File: config.mk
export PLATFORM = sky130hd
export DESIGN_NAME = header_tail_frame_extractor_top_flat
export DESIGN_NICKNAME = d
export VERILOG_FILES = /design/src/rtl/htfe_pkg.sv /design/src/rtl/htfe_rx_if.sv /design/src/rtl/htfe_res_if.sv /design/src/rtl/htfe_cfg.sv /design/src/rtl/htfe_core.sv /design/src/rtl/htfe_obuf.sv /design/src/rtl/header_tail_frame_extractor_top.sv /design/src/flat_wrapper.sv
export SDC_FILE = /design/constraint.sdc
export NUM_CORES = 1
export LEC_CHECK = 0
export BUFFER_PORTS_ARGS = -buffer_cell sky130_fd_sc_hd__clkbuf_2
export CAP_MARGIN = 20
export CORE_MARGIN = 1.5
export CORE_UTILIZATION = 56
export CTS_CLUSTER_SIZE = 24
export DETAILED_ROUTE_END_ITERATION = 16
export HOLD_SLACK_MARGIN = 0.05
export PLACE_DENSITY_LB_ADDON = 0.3
export SYNTH_ARGS = -nofsm -noshare
export SYNTH_HDL_FRONTEND = slang
export SYNTH_SLANG_ARGS = --single-unit
File: constraint.sdc
create_clock -name i_clk -period 4.1 [get_ports i_clk]
set_clock_uncertainty 0.2 [all_clocks]
set_input_delay 0.205 -clock i_clk [delete_from_list [all_inputs] [get_ports i_clk]]
set_output_delay 0.205 -clock i_clk [all_outputs]
set_load 0.05 [all_outputs]
File: src/rtl/htfe_pkg.sv
// Shared types, constants and helper functions for the header/tail frame extractor.
// No dependencies; htfe_cfg, htfe_core, htfe_obuf, the top and the bench import this package.
package htfe_pkg;

    // Largest frame held before a missing tail is declared an error
    localparam int unsigned MAX_FRAME_BYTES = 256;
    localparam int unsigned PosW            = 8;
    localparam int unsigned CfgIdxW         = 2;
    localparam int unsigned CfgDataW        = 8;

    typedef logic [7:0]         t_byte;
    typedef logic [PosW-1:0]    t_pos;

    // Frame types, as reported in frame_type
    typedef enum logic [1:0] {
        FT_CMD   = 2'd0,
        FT_REPLY = 2'd1,
        FT_VAR   = 2'd2,
        FT_BEAT  = 2'd3
    } t_ftype;

    // End-of-frame status codes
    typedef enum logic [1:0] {
        ST_OK       = 2'd0,
        ST_TAIL_ERR = 2'd1,
        ST_TOO_LONG = 2'd2
    } t_status;

    // Configuration register indexes
    typedef enum logic [CfgIdxW-1:0] {
        CFG_EXEC_LEN  = 2'd0,
        CFG_REPLY_LEN = 2'd1,
        CFG_BEAT_LEN  = 2'd2,
        CFG_VAR_MIN   = 2'd3
    } t_cfg_idx;

    // Header and tail words
    localparam logic [15:0] HEAD_CMD   = 16'hCAFE;
    localparam logic [15:0] HEAD_REPLY = 16'hC0DE;
    localparam logic [15:0] HEAD_VAR   = 16'h5A5A;
    localparam logic [15:0] HEAD_BEAT  = 16'hCADE;
    localparam logic [15:0] TAIL_CMD   = 16'hBABE;
    localparam logic [15:0] TAIL_REPLY = 16'hBEEF;
    localparam logic [15:0] TAIL_VAR   = 16'hAA55;
    localparam logic [15:0] TAIL_BEAT  = 16'hDEAD;

    // Reset values of the configuration registers
    localparam t_byte RST_EXEC_LEN  = 8'd20;
    localparam t_byte RST_REPLY_LEN = 8'd12;
    localparam t_byte RST_BEAT_LEN  = 8'd8;
    localparam t_byte RST_VAR_MIN   = 8'd7;

    localparam t_byte MIN_LEN = 8'd4;

    typedef struct packed {
        t_byte exec_len;
        t_byte reply_len;
        t_byte beat_len;
        t_byte var_min;
    } t_cfg;

    typedef struct packed {
        logic    is_start;
        t_ftype  frame_type;
        t_byte   frame_byte;
        t_pos    byte_index;
        logic    last;
        t_status status;
    } t_res;

    // Lengths below four are raised to four
    function automatic t_byte at_least_four(input t_byte v);
        at_least_four = (v < MIN_LEN) ? MIN_LEN : v;
    endfunction

    function automatic logic [15:0] tail_of(input t_ftype t);
        logic [15:0] w;
        unique case (t)
            FT_CMD:   w = TAIL_CMD;
            FT_REPLY: w = TAIL_REPLY;
            FT_VAR:   w = TAIL_VAR;
            FT_BEAT:  w = TAIL_BEAT;
            default:  w = TAIL_CMD;
        endcase
        tail_of = w;
    endfunction

endpackage

File: src/rtl/htfe_rx_if.sv
// Input channel of the frame extractor: one received byte per beat.
// Standalone interface, no dependencies.
interface htfe_rx_if;
    logic       valid;
    logic       ready;
    logic [7:0] rx_byte;

    modport source (output valid, output rx_byte, input ready);
    modport sink   (input valid, input rx_byte, output ready);
endinterface

File: src/rtl/htfe_res_if.sv
// Result channel of the frame extractor: one start or frame-byte result per beat.
// Standalone interface, no dependencies.
interface htfe_res_if;
    logic       valid;
    logic       ready;
    logic       is_start;
    logic [1:0] frame_type;
    logic [7:0] frame_byte;
    logic [7:0] byte_index;
    logic       last;
    logic [1:0] status;

    modport source (output valid, output is_start, output frame_type, output frame_byte,
                    output byte_index, output last, output status, input ready);
    modport sink   (input valid, input is_start, input frame_type, input frame_byte,
                    input byte_index, input last, input status, output ready);
endinterface

File: src/rtl/htfe_cfg.sv
// Configuration register bank: frame lengths and variable-frame minimum.
// Depends on htfe_pkg.
module htfe_cfg (
    input  logic                     i_clk,
    input  logic                     i_rst_n,
    input  logic                     i_cfg_we,
    input  logic [htfe_pkg::CfgIdxW-1:0]  i_cfg_idx,
    input  logic [htfe_pkg::CfgDataW-1:0] i_cfg_data,
    output htfe_pkg::t_cfg           o_cfg
);
    import htfe_pkg::*;

    t_cfg r_cfg;

    // Register writes; every index in range maps to one register
    always_ff @(posedge i_clk) begin
        if (!i_rst_n) begin
            r_cfg.exec_len  <= RST_EXEC_LEN;
            r_cfg.reply_len <= RST_REPLY_LEN;
            r_cfg.beat_len  <= RST_BEAT_LEN;
            r_cfg.var_min   <= RST_VAR_MIN;
        end else if (i_cfg_we) begin
            unique case (t_cfg_idx'(i_cfg_idx))
                CFG_EXEC_LEN:  r_cfg.exec_len  <= i_cfg_data;
                CFG_REPLY_LEN: r_cfg.reply_len <= i_cfg_data;
                CFG_BEAT_LEN:  r_cfg.beat_len  <= i_cfg_data;
                CFG_VAR_MIN:   r_cfg.var_min   <= i_cfg_data;
                default: ;
            endcase
        end
    end

    assign o_cfg = r_cfg;
endmodule

File: src/rtl/htfe_core.sv
// Deframing state: header hunt, byte indexing, length and tail checks.
// Depends on htfe_pkg.
module htfe_core (
    input  logic            i_clk,
    input  logic            i_rst_n,
    input  logic            i_accept,
    input  htfe_pkg::t_byte i_rx_byte,
    input  htfe_pkg::t_cfg  i_cfg,
    output logic            o_res_valid,
    output htfe_pkg::t_res  o_res
);
    import htfe_pkg::*;

    logic   r_in_frame;
    t_byte  r_prev_byte;
    logic   r_prev_valid;
    t_ftype r_type;
    t_pos   r_pos;

    logic        n_in_frame;
    logic        n_prev_valid;
    t_ftype      n_type;
    t_pos        n_pos;

    logic [15:0]   pair;
    logic          head_hit;
    t_ftype        head_type;
    logic [PosW:0] pos_plus;
    t_byte         fixed_len;
    logic          done;
    t_status       status;

    assign pair     = {r_prev_byte, i_rx_byte};
    assign pos_plus = {1'b0, r_pos} + (PosW+1)'(1);

    // Header compare
    always_comb begin
        head_hit  = 1'b1;
        head_type = FT_CMD;
        priority case (pair)
            HEAD_CMD:   head_type = FT_CMD;
            HEAD_REPLY: head_type = FT_REPLY;
            HEAD_VAR:   head_type = FT_VAR;
            HEAD_BEAT:  head_type = FT_BEAT;
            default:    head_hit  = 1'b0;
        endcase
    end

    // Configured length of the current fixed frame type
    always_comb begin
        unique case (r_type)
            FT_CMD:   fixed_len = at_least_four(i_cfg.exec_len);
            FT_REPLY: fixed_len = at_least_four(i_cfg.reply_len);
            default:  fixed_len = at_least_four(i_cfg.beat_len);
        endcase
    end

    // End-of-frame decision; the length or tail wins over the overflow check
    always_comb begin
        done   = 1'b0;
        status = ST_OK;
        if (r_type == FT_VAR) begin
            if (pair == TAIL_VAR
                && pos_plus >= {1'b0, at_least_four(i_cfg.var_min)}) begin
                done = 1'b1;
            end
        end else if (pos_plus == {1'b0, fixed_len}) begin
            done   = 1'b1;
            status = (pair == tail_of(r_type)) ? ST_OK : ST_TAIL_ERR;
        end
        if (!done && pos_plus >= (PosW+1)'(MAX_FRAME_BYTES)) begin
            done   = 1'b1;
            status = ST_TOO_LONG;
        end
    end

    // Next state and result
    always_comb begin
        n_in_frame   = r_in_frame;
        n_prev_valid = 1'b1;
        n_type       = r_type;
        n_pos        = r_pos;
        o_res_valid  = 1'b0;
        o_res        = '{is_start: 1'b0, frame_type: r_type, frame_byte: i_rx_byte,
                         byte_index: r_pos, last: done, status: status};
        if (!r_in_frame) begin
            if (r_prev_valid && head_hit) begin
                o_res_valid = i_accept;
                o_res       = '{is_start: 1'b1, frame_type: head_type,
                                frame_byte: i_rx_byte, byte_index: t_pos'(1),
                                last: 1'b0, status: ST_OK};
                n_in_frame  = 1'b1;
                n_type      = head_type;
                n_pos       = t_pos'(2);
            end
        end else begin
            o_res_valid = i_accept;
            if (done) begin
                n_in_frame   = 1'b0;
                n_prev_valid = 1'b0;
                n_pos        = '0;
            end else begin
                n_pos = pos_plus[PosW-1:0];
            end
        end
    end

    // State registers, advanced once per accepted beat
    always_ff @(posedge i_clk) begin
        if (!i_rst_n) begin
            r_in_frame   <= 1'b0;
            r_prev_byte  <= '0;
            r_prev_valid <= 1'b0;
            r_type       <= FT_CMD;
            r_pos        <= '0;
        end else if (i_accept) begin
            r_in_frame   <= n_in_frame;
            r_prev_byte  <= i_rx_byte;
            r_prev_valid <= n_prev_valid;
            r_type       <= n_type;
            r_pos        <= n_pos;
        end
    end
endmodule

File: src/rtl/htfe_obuf.sv
// Result register with a skid stage, so a new beat is taken while a result waits.
// Depends on htfe_pkg.
module htfe_obuf (
    input  logic           i_clk,
    input  logic           i_rst_n,
    input  logic           i_res_valid,
    input  htfe_pkg::t_res i_res,
    output logic           o_can_take,
    output logic           o_valid,
    output htfe_pkg::t_res o_res,
    input  logic           i_ready
);
    import htfe_pkg::*;

    logic r_out_valid;
    logic r_skid_valid;
    t_res r_out;
    t_res r_skid;
    logic pop;

    assign pop        = r_out_valid && i_ready;
    assign o_can_take = !r_skid_valid;
    assign o_valid    = r_out_valid;
    assign o_res      = r_out;

    // Control: skid drains into the output register before new beats enter
    always_ff @(posedge i_clk) begin
        if (!i_rst_n) begin
            r_out_valid  <= 1'b0;
            r_skid_valid <= 1'b0;
        end else if (r_skid_valid) begin
            if (pop) begin
                r_skid_valid <= 1'b0;
            end
        end else if (i_res_valid) begin
            if (!r_out_valid || pop) begin
                r_out_valid <= 1'b1;
            end else begin
                r_skid_valid <= 1'b1;
            end
        end else if (pop) begin
            r_out_valid <= 1'b0;
        end
    end

    // Payload
    always_ff @(posedge i_clk) begin
        if (r_skid_valid) begin
            if (pop) begin
                r_out <= r_skid;
            end
        end else if (i_res_valid) begin
            if (!r_out_valid || pop) begin
                r_out <= i_res;
            end else begin
                r_skid <= i_res;
            end
        end
    end
endmodule

File: src/rtl/header_tail_frame_extractor_top.sv
// Header/tail frame extractor: takes one received byte per beat and every cycle it
// may; each result is registered. Hunting bytes give no result; a matching header
// gives a start result, and each frame byte gives one result with its index, the
// final one flagged last with its status. The input stalls only when both the result
// register and its skid stage are full, so sustained rate is one byte per cycle while
// the result side keeps up. Configuration is to be written while idle (not enforced).
// Depends on htfe_pkg, htfe_rx_if, htfe_res_if, htfe_cfg, htfe_core and htfe_obuf.
module header_tail_frame_extractor_top (
    input  logic                          i_clk,
    input  logic                          i_rst_n,
    input  logic                          i_cfg_we,
    input  logic [htfe_pkg::CfgIdxW-1:0]  i_cfg_idx,
    input  logic [htfe_pkg::CfgDataW-1:0] i_cfg_data,
    htfe_rx_if.sink                       i_rx,
    htfe_res_if.source                    o_res
);
    import htfe_pkg::*;

    t_cfg cfg;
    logic can_take;
    logic accept;
    logic res_valid;
    t_res res;
    t_res out_res;

    assign i_rx.ready = can_take;
    assign accept     = i_rx.valid && can_take;

    htfe_cfg u_cfg (
        .i_clk      (i_clk),
        .i_rst_n    (i_rst_n),
        .i_cfg_we   (i_cfg_we),
        .i_cfg_idx  (i_cfg_idx),
        .i_cfg_data (i_cfg_data),
        .o_cfg      (cfg)
    );

    htfe_core u_core (
        .i_clk       (i_clk),
        .i_rst_n     (i_rst_n),
        .i_accept    (accept),
        .i_rx_byte   (i_rx.rx_byte),
        .i_cfg       (cfg),
        .o_res_valid (res_valid),
        .o_res       (res)
    );

    htfe_obuf u_obuf (
        .i_clk       (i_clk),
        .i_rst_n     (i_rst_n),
        .i_res_valid (res_valid),
        .i_res       (res),
        .o_can_take  (can_take),
        .o_valid     (o_res.valid),
        .o_res       (out_res),
        .i_ready     (o_res.ready)
    );

    // Unpack the result onto the channel
    assign o_res.is_start   = out_res.is_start;
    assign o_res.frame_type = out_res.frame_type;
    assign o_res.frame_byte = out_res.frame_byte;
    assign o_res.byte_index = out_res.byte_index;
    assign o_res.last       = out_res.last;
    assign o_res.status     = out_res.status;
endmodule

File: src/flat_wrapper.sv
// flat-port wrapper written by rule: the top's interface ports become plain ports
module header_tail_frame_extractor_top_flat import htfe_pkg::*;
  (i_clk, i_rst_n, i_cfg_we, i_cfg_idx, i_cfg_data, i_rx_valid, i_rx_rx_byte, i_rx_ready, o_res_valid, o_res_is_start, o_res_frame_type, o_res_frame_byte, o_res_byte_index, o_res_last, o_res_status, o_res_ready);
  htfe_rx_if i_rx_i ();
  htfe_res_if o_res_i ();
  input  logic i_clk;
  input  logic i_rst_n;
  input  logic i_cfg_we;
  input  logic [htfe_pkg::CfgIdxW-1:0] i_cfg_idx;
  input  logic [htfe_pkg::CfgDataW-1:0] i_cfg_data;
  input wire logic [$bits(i_rx_i.valid)-1:0] i_rx_valid;
  input wire logic [$bits(i_rx_i.rx_byte)-1:0] i_rx_rx_byte;
  output wire logic [$bits(i_rx_i.ready)-1:0] i_rx_ready;
  output wire logic [$bits(o_res_i.valid)-1:0] o_res_valid;
  output wire logic [$bits(o_res_i.is_start)-1:0] o_res_is_start;
  output wire logic [$bits(o_res_i.frame_type)-1:0] o_res_frame_type;
  output wire logic [$bits(o_res_i.frame_byte)-1:0] o_res_frame_byte;
  output wire logic [$bits(o_res_i.byte_index)-1:0] o_res_byte_index;
  output wire logic [$bits(o_res_i.last)-1:0] o_res_last;
  output wire logic [$bits(o_res_i.status)-1:0] o_res_status;
  input wire logic [$bits(o_res_i.ready)-1:0] o_res_ready;
  assign i_rx_i.valid = i_rx_valid;
  assign i_rx_i.rx_byte = i_rx_rx_byte;
  assign i_rx_ready = i_rx_i.ready;
  assign o_res_valid = o_res_i.valid;
  assign o_res_is_start = o_res_i.is_start;
  assign o_res_frame_type = o_res_i.frame_type;
  assign o_res_frame_byte = o_res_i.frame_byte;
  assign o_res_byte_index = o_res_i.byte_index;
  assign o_res_last = o_res_i.last;
  assign o_res_status = o_res_i.status;
  assign o_res_i.ready = o_res_ready;
  header_tail_frame_extractor_top u_core (.i_clk(i_clk), .i_rst_n(i_rst_n), .i_cfg_we(i_cfg_we), .i_cfg_idx(i_cfg_idx), .i_cfg_data(i_cfg_data), .i_rx(i_rx_i), .o_res(o_res_i));
endmodule
# Word-level counts from Yosys, hierarchy flattened
# Cells that the tools add are included.
# word_totals
reg_bits	98
output_inout_bits	24
wordCells	113
# classes
n_addsub	1
n_lt_le_gt_ge	6
eq_ne	15
mux	40
bitwise	3
reduce_logical	25
# ops
op	n
$mux W22	6
$eq A16 B16 Y1 const B	4
$mux W8	7
$pmux W16 S3	1
$lt A8 B3 Y1 const B	4
$mux W16	2
$mux W1	21
$eq A16 B15 Y1 const B	1
$eq A16 B16 Y1	1
$pmux W8 S2	1
$reduce_and A3 Y1	4
$reduce_and A2 Y1	5
$add A8 B1 Y9 const B	1
$eq A9 B8 Y1	1
$ge A9 B8 Y1	1
$ge A9 B9 Y1 const B	1
$eq A2 B2 Y1 const B	4
$reduce_bool A2 Y1	4
$pmux W2 S3	1
$logic_and A1 B1 Y1	5
$eq A2 B1 Y1 const B	2
$logic_not A2 Y1	2
$reduce_or A4 Y1	1
$logic_not A1 Y1	3
5 further kinds	7

# Depth between registers and ports, before layout
# depth
word_depth	16
mapped_depth	12

# Cells and area by module
# Synthesis repeated with hierarchy kept, for this count alone.
# unflattened
cells_unflattened	451
hier_area_um2	4967.3
# by_module_without_submodules
module	instances	cells_per_inst	area_per_inst_um2	seq_area_each_um2
htfe_core	1	246	1939.4	400.4
htfe_obuf	1	83	1796.7	1361.3
htfe_cfg	1	121	1224.9	640.6
header_tail_frame_extractor_top	1	1	6.3	0.0

# Least setup slack after synthesis
# No wires, ideal clock.
# synth_path
kind	flip-flop to flip-flop
from	register u_core.u_core.r_pos[0]
to	register u_core.u_obuf.r_out, in the netlist u_core.u_obuf.o_res[0], data pin
arrival_time_ns	2.898
path_slack_ns	0.857
stages_incl_launch_ff	11
n_path_buf	1
synth_period_minus_slack_ns	3.243
path_cell_list	dfxtp_1 -> ha_1 -> nand3_1 -> xor2_2 -> xnor2_1 -> or4_1 -> or4_1 -> or4_1 -> buf_2 -> a311o_1 -> o21ai_1
# synth_between
elab_chain_len	13
elab_cells_between_ends	18
# synth_lines
element	line	source
start: declaration	htfe_core.sv:18	t_pos r_pos;
start signal: assignment	htfe_core.sv:121	r_pos <= n_pos;
$add A8 B1 Y9 *	htfe_core.sv:34	assign pos_plus = {1'b0, r_pos} + (PosW+1)'(1);
$ge A9 B8 Y1	htfe_core.sv:64	&& pos_plus >= {1'b0, at_least_four(i_cfg.var_min)}) begin
$logic_and A1 B1 Y1	htfe_core.sv:64	
$mux W1	htfe_core.sv:63	if (pair == TAIL_VAR
$mux W1	htfe_core.sv:62	if (r_type == FT_VAR) begin
$logic_not A1 Y1	htfe_core.sv:71	if (!done && pos_plus >= (PosW+1)'(MAX_FRAME_BYTES)) begin
$logic_and A1 B1 Y1	htfe_core.sv:71	
$mux W2 *	htfe_core.sv:71	
$mux W22	htfe_core.sv:87	if (r_prev_valid && head_hit) begin
$mux W22 *	htfe_core.sv:86	if (!r_in_frame) begin
$mux W22 *	htfe_obuf.sv:53	if (!r_out_valid || pop) begin
$mux W22 *	htfe_obuf.sv:52	end else if (i_res_valid) begin
$mux W22 *	htfe_obuf.sv:48	if (r_skid_valid) begin
end signal: assignment	htfe_obuf.sv:50	r_out <= r_skid;
end signal: assignment	htfe_obuf.sv:54	r_out <= i_res;
end: declaration	htfe_obuf.sv:17	t_res r_out;
# Mark *: on every way between the ends. The rest lies on a longest branch, timed or not. The select of a mux whose other input is x is not followed.
# A chain may end at the register's enable or synchronous reset.

# Worst setup path after layout
# Same ends and word-level chain as after synthesis.

==> results.toml <==
[cells_and_area]
final_util_pct = 66.6
final_common_cell = "nand2_1"
layout.nets = 575
insertedDiodeCount = 0
areaGrowthSynthToFinish_pct = 14.5
drive_gt1_share_pct = 17.3
layout.cells.non_filler = 653
final_cell_mix = "91 x nand2_1, 54 x dfxtp_1, 46 x clkbuf_2"

[die]
row_count = 33
fp.dieW_um = 95.6
dieArea_sq_um = 9140
die_height_um = 95.6
io_pins = 47
core_area_sq_um = 8260
initial_utilization_pct = 58.2

[grt]
grt_use_met3_pct = 4.23
top_usage_layer = "met2"
grt_pass1_vias = 3487
grt_use_met2_pct = 39.4
grt_max_degree = 50
use_met1_pct = 31.8
grt-ovfl-total = 0
grt_pass1_wl_um = 16700
antenna_found_initial = 0
grt_usage_pct = 24.0

[clock_network]
cts_resized = 0
clk_latency_ns = 0.37
postCtsHoldBufs = 17
numClockSinks = 98
cts_root_buf = "clkbuf_8"
cts_buffers = 9
post_cts_buffers = 0
cts_tree = "done"
cts_buffer_depth = 2
clk_pin_slew_ns = 0.10
cts-htree-levels = 3

[synth]
netlist-cell-type-count = 54
netlist_instances = 485
synth-edff-count = 44
synth_fa_ha_area_share_pct = 2.34
async_reset_ff_share_pct = 0
syn-num-nets = 517
synth_area_sq_um = 4800
synth-simple-area-share_pct = 21.6
synth_top_family_by_area = "simple AND/OR/NAND/NOR gates"
synth_compound_area_share_pct = 11.4
synth-xor-area-share_pct = 2.71
synth.avg_cell_area_sq_um = 9.91
muxShareOfSynthArea_pct = 9.06
synth-main-ff-cell = "dfxtp_1"
yosys_warnings = 0
ys_seq_area_share_pct = 50.0
synth_seq_cells = 98

[routing]
via_per_inst = 5.76
post_drt_wl_per_cell_um = 15.7
vias = 3759
wirelength_um = 10300
drtIter0Drc = 207
dr.pass1.iters = 5
drc = 0
postRouteAntennaNets = 0

[worst_hold_path]
min-delay-start = "i_cfg_idx[0]"
hold_class = "in2reg"
worstHoldPathCells = 4
holdPathEnd = "u_core.u_cfg.o_cfg[13]"

[critical_path]
rr_startpoint = "u_core.u_core.r_pos[0]"
critPathLaunchType = "flop"
crit_path_frequent_cell = "or4_1"
max_stage_delay_ns = 0.53
r2r-end = "u_core.u_obuf.o_res[0]"
required_ns = 4.12
rrSetupSlack_ns = 0.61
end_kind = "flop"
crit_type = "reg2reg"
arrival_ns = 3.52
cpMaxStageDelayCell = "or4_1"
worstPathMaxFanout = 8
crit_buf_inv = 0
path_cells = "ha_1 > nand3_1 > xor2_2 > xnor2_1 > or4_1 > or4_1 > or4_1 > a311o_1 > o21ai_1"
rr_worst_depth = 9
critical_path.top_delay_family = "simple AND/OR/NAND/NOR gates"

[sta]
slew_headroom_pct = 44.4
finalSetupTns_ns = 0
hold_viol = 0
worst_slew_pin_slew_ns = 0.834
final.min_clock_period_ns = 3.49
period_share_pct = 85.2
drv_slew = 0
setup_viol = 0
fmax_mhz = 286
rsz0062_at_grt = "no"

[placed_design]
place_inst = 620
place_congestion = 0.882
dp_hpwl_um = 7350
port_buffers = 46

[outcome]
status = "complete, no violations"

[pwr]
irDropWorstVdd_uv = 179
power.density_nw_per_um2 = 330
leakagePower_nw = 2.11

[run]
cap_viol_max_count = 0
layout make-up:
cell class                      count  area, sq um
Clock inverter                      7         85.1
Multi-Input combinational cell    352         2260
Sequential cell                    98         2400
Inverter                           13         48.8
Timing Repair Buffer               69          445
Tap cell                          105          131
Clock buffer                        9          124
Fill cell                         678         2760
worst max-delay path by stage:
stage / end / start / cells past startpoint / slack [ns]
after global routing: u_core.u_obuf.o_res[2] / u_core.u_core.r_pos[0] / 9 / 0.35
after floorplan: u_core.u_obuf.o_res[0] / u_core.u_core.r_pos[0] / 10 / 0.86
after CTS: u_core.u_obuf.o_res[0] / u_core.u_core.r_pos[0] / 9 / 0.61
after detailed placement: u_core.u_obuf.o_res[0] / u_core.u_core.r_pos[0] / 9 / 0.65
after global placement: u_core.u_obuf.o_res[0] / u_core.u_core.r_pos[0] / 9 / 0.70
final: u_core.u_obuf.o_res[0] / u_core.u_core.r_pos[0] / 9 / 0.61
kinds of logic (layout without fill, tap and decap cells):
kind of cell / Yosys count / after routing
flops: 98 / 98
mux: 41 / 41
compound gates: 82 / 82
fa+ha+maj: 9 / 9
xor+xnor: 14 / 14
simple gates: 206 / 206
buf+inv: 35 / 98
stage by stage:
stage	setup WS (ns)	hold WS (ns)	power [W]	cell area, sq um
5_1_grt	0.348	0.173	0.00187	5500
3_5_place_dp	0.649	0.264	0.00117	5120
3_3_place_gp	0.702	0.259	0.00117	5120
6_report	0.609	0.117	0.00181	5500
4_1_cts	0.611	0.104	0.00182	5500
2_1_floorplan	0.857	0.104	0.00113	4800
per-layer routing:
layer	up-vias	part of all wire [%]
li1	1839	-
met1	1777	46
met2	131	48
met3	12	5.0
met4	0	1.5
met5	-	0
power breakdown:
group          switching, W  leakage, nW  internal [W]
Sequential        0.0000146        0.824       0.00103
Clock              0.000356       0.0999      0.000293
Combinational     0.0000639         1.18     0.0000570
Total              0.000434         2.11       0.00138
worst min-delay path: cells and delay by family:
kind                   cells  cell delay, ns
buffers and inverters      1            0.13
and+or+nand+nor            2            0.24
AOI/OAI and AO/OA          1            0.06
registers in the layout, summed over array words and instances (netlist names):
name,flops
u_core.u_core.r_prev_byte,8
u_core.u_core.r_in_frame,1
u_core.u_obuf.o_valid,1
u_core.u_obuf.o_res,22
u_core.u_core.r_type,2
u_core.u_obuf.r_skid,22
u_core.u_core.r_pos,8
u_core.u_core.r_prev_valid,1
u_core.u_cfg.o_cfg,32
u_core.u_obuf.r_skid_valid,1
synth_stat cells (all sizes together), types with 4 or more instances:
cell | number | share of area (%)
nor3 | 8 | 0.83
or3 | 5 | 0.65
a21oi | 9 | 0.94
and3 | 5 | 0.76
ha | 9 | 2.3
or4 | 6 | 0.94
nand4 | 6 | 0.78
xnor2 | 9 | 1.6
dfxtp | 54 | 23
o21ai | 24 | 2.5
a21o | 4 | 0.63
inv | 13 | 1.0
nand2 | 91 | 7.1
nand2b | 6 | 0.78
mux2i | 21 | 4.4
edfxtp | 44 | 28
xor2 | 5 | 1.1
and2 | 13 | 1.7
buf | 5 | 0.60
mux2 | 20 | 4.7
o211ai | 5 | 0.78
o31ai | 4 | 0.63
nor2b | 19 | 2.5
a21boi | 23 | 3.6
clkbuf | 17 | 1.3
nor2 | 15 | 1.2
nand3 | 17 | 1.8
No activity file was read; power rests on OpenSTA's default activity.
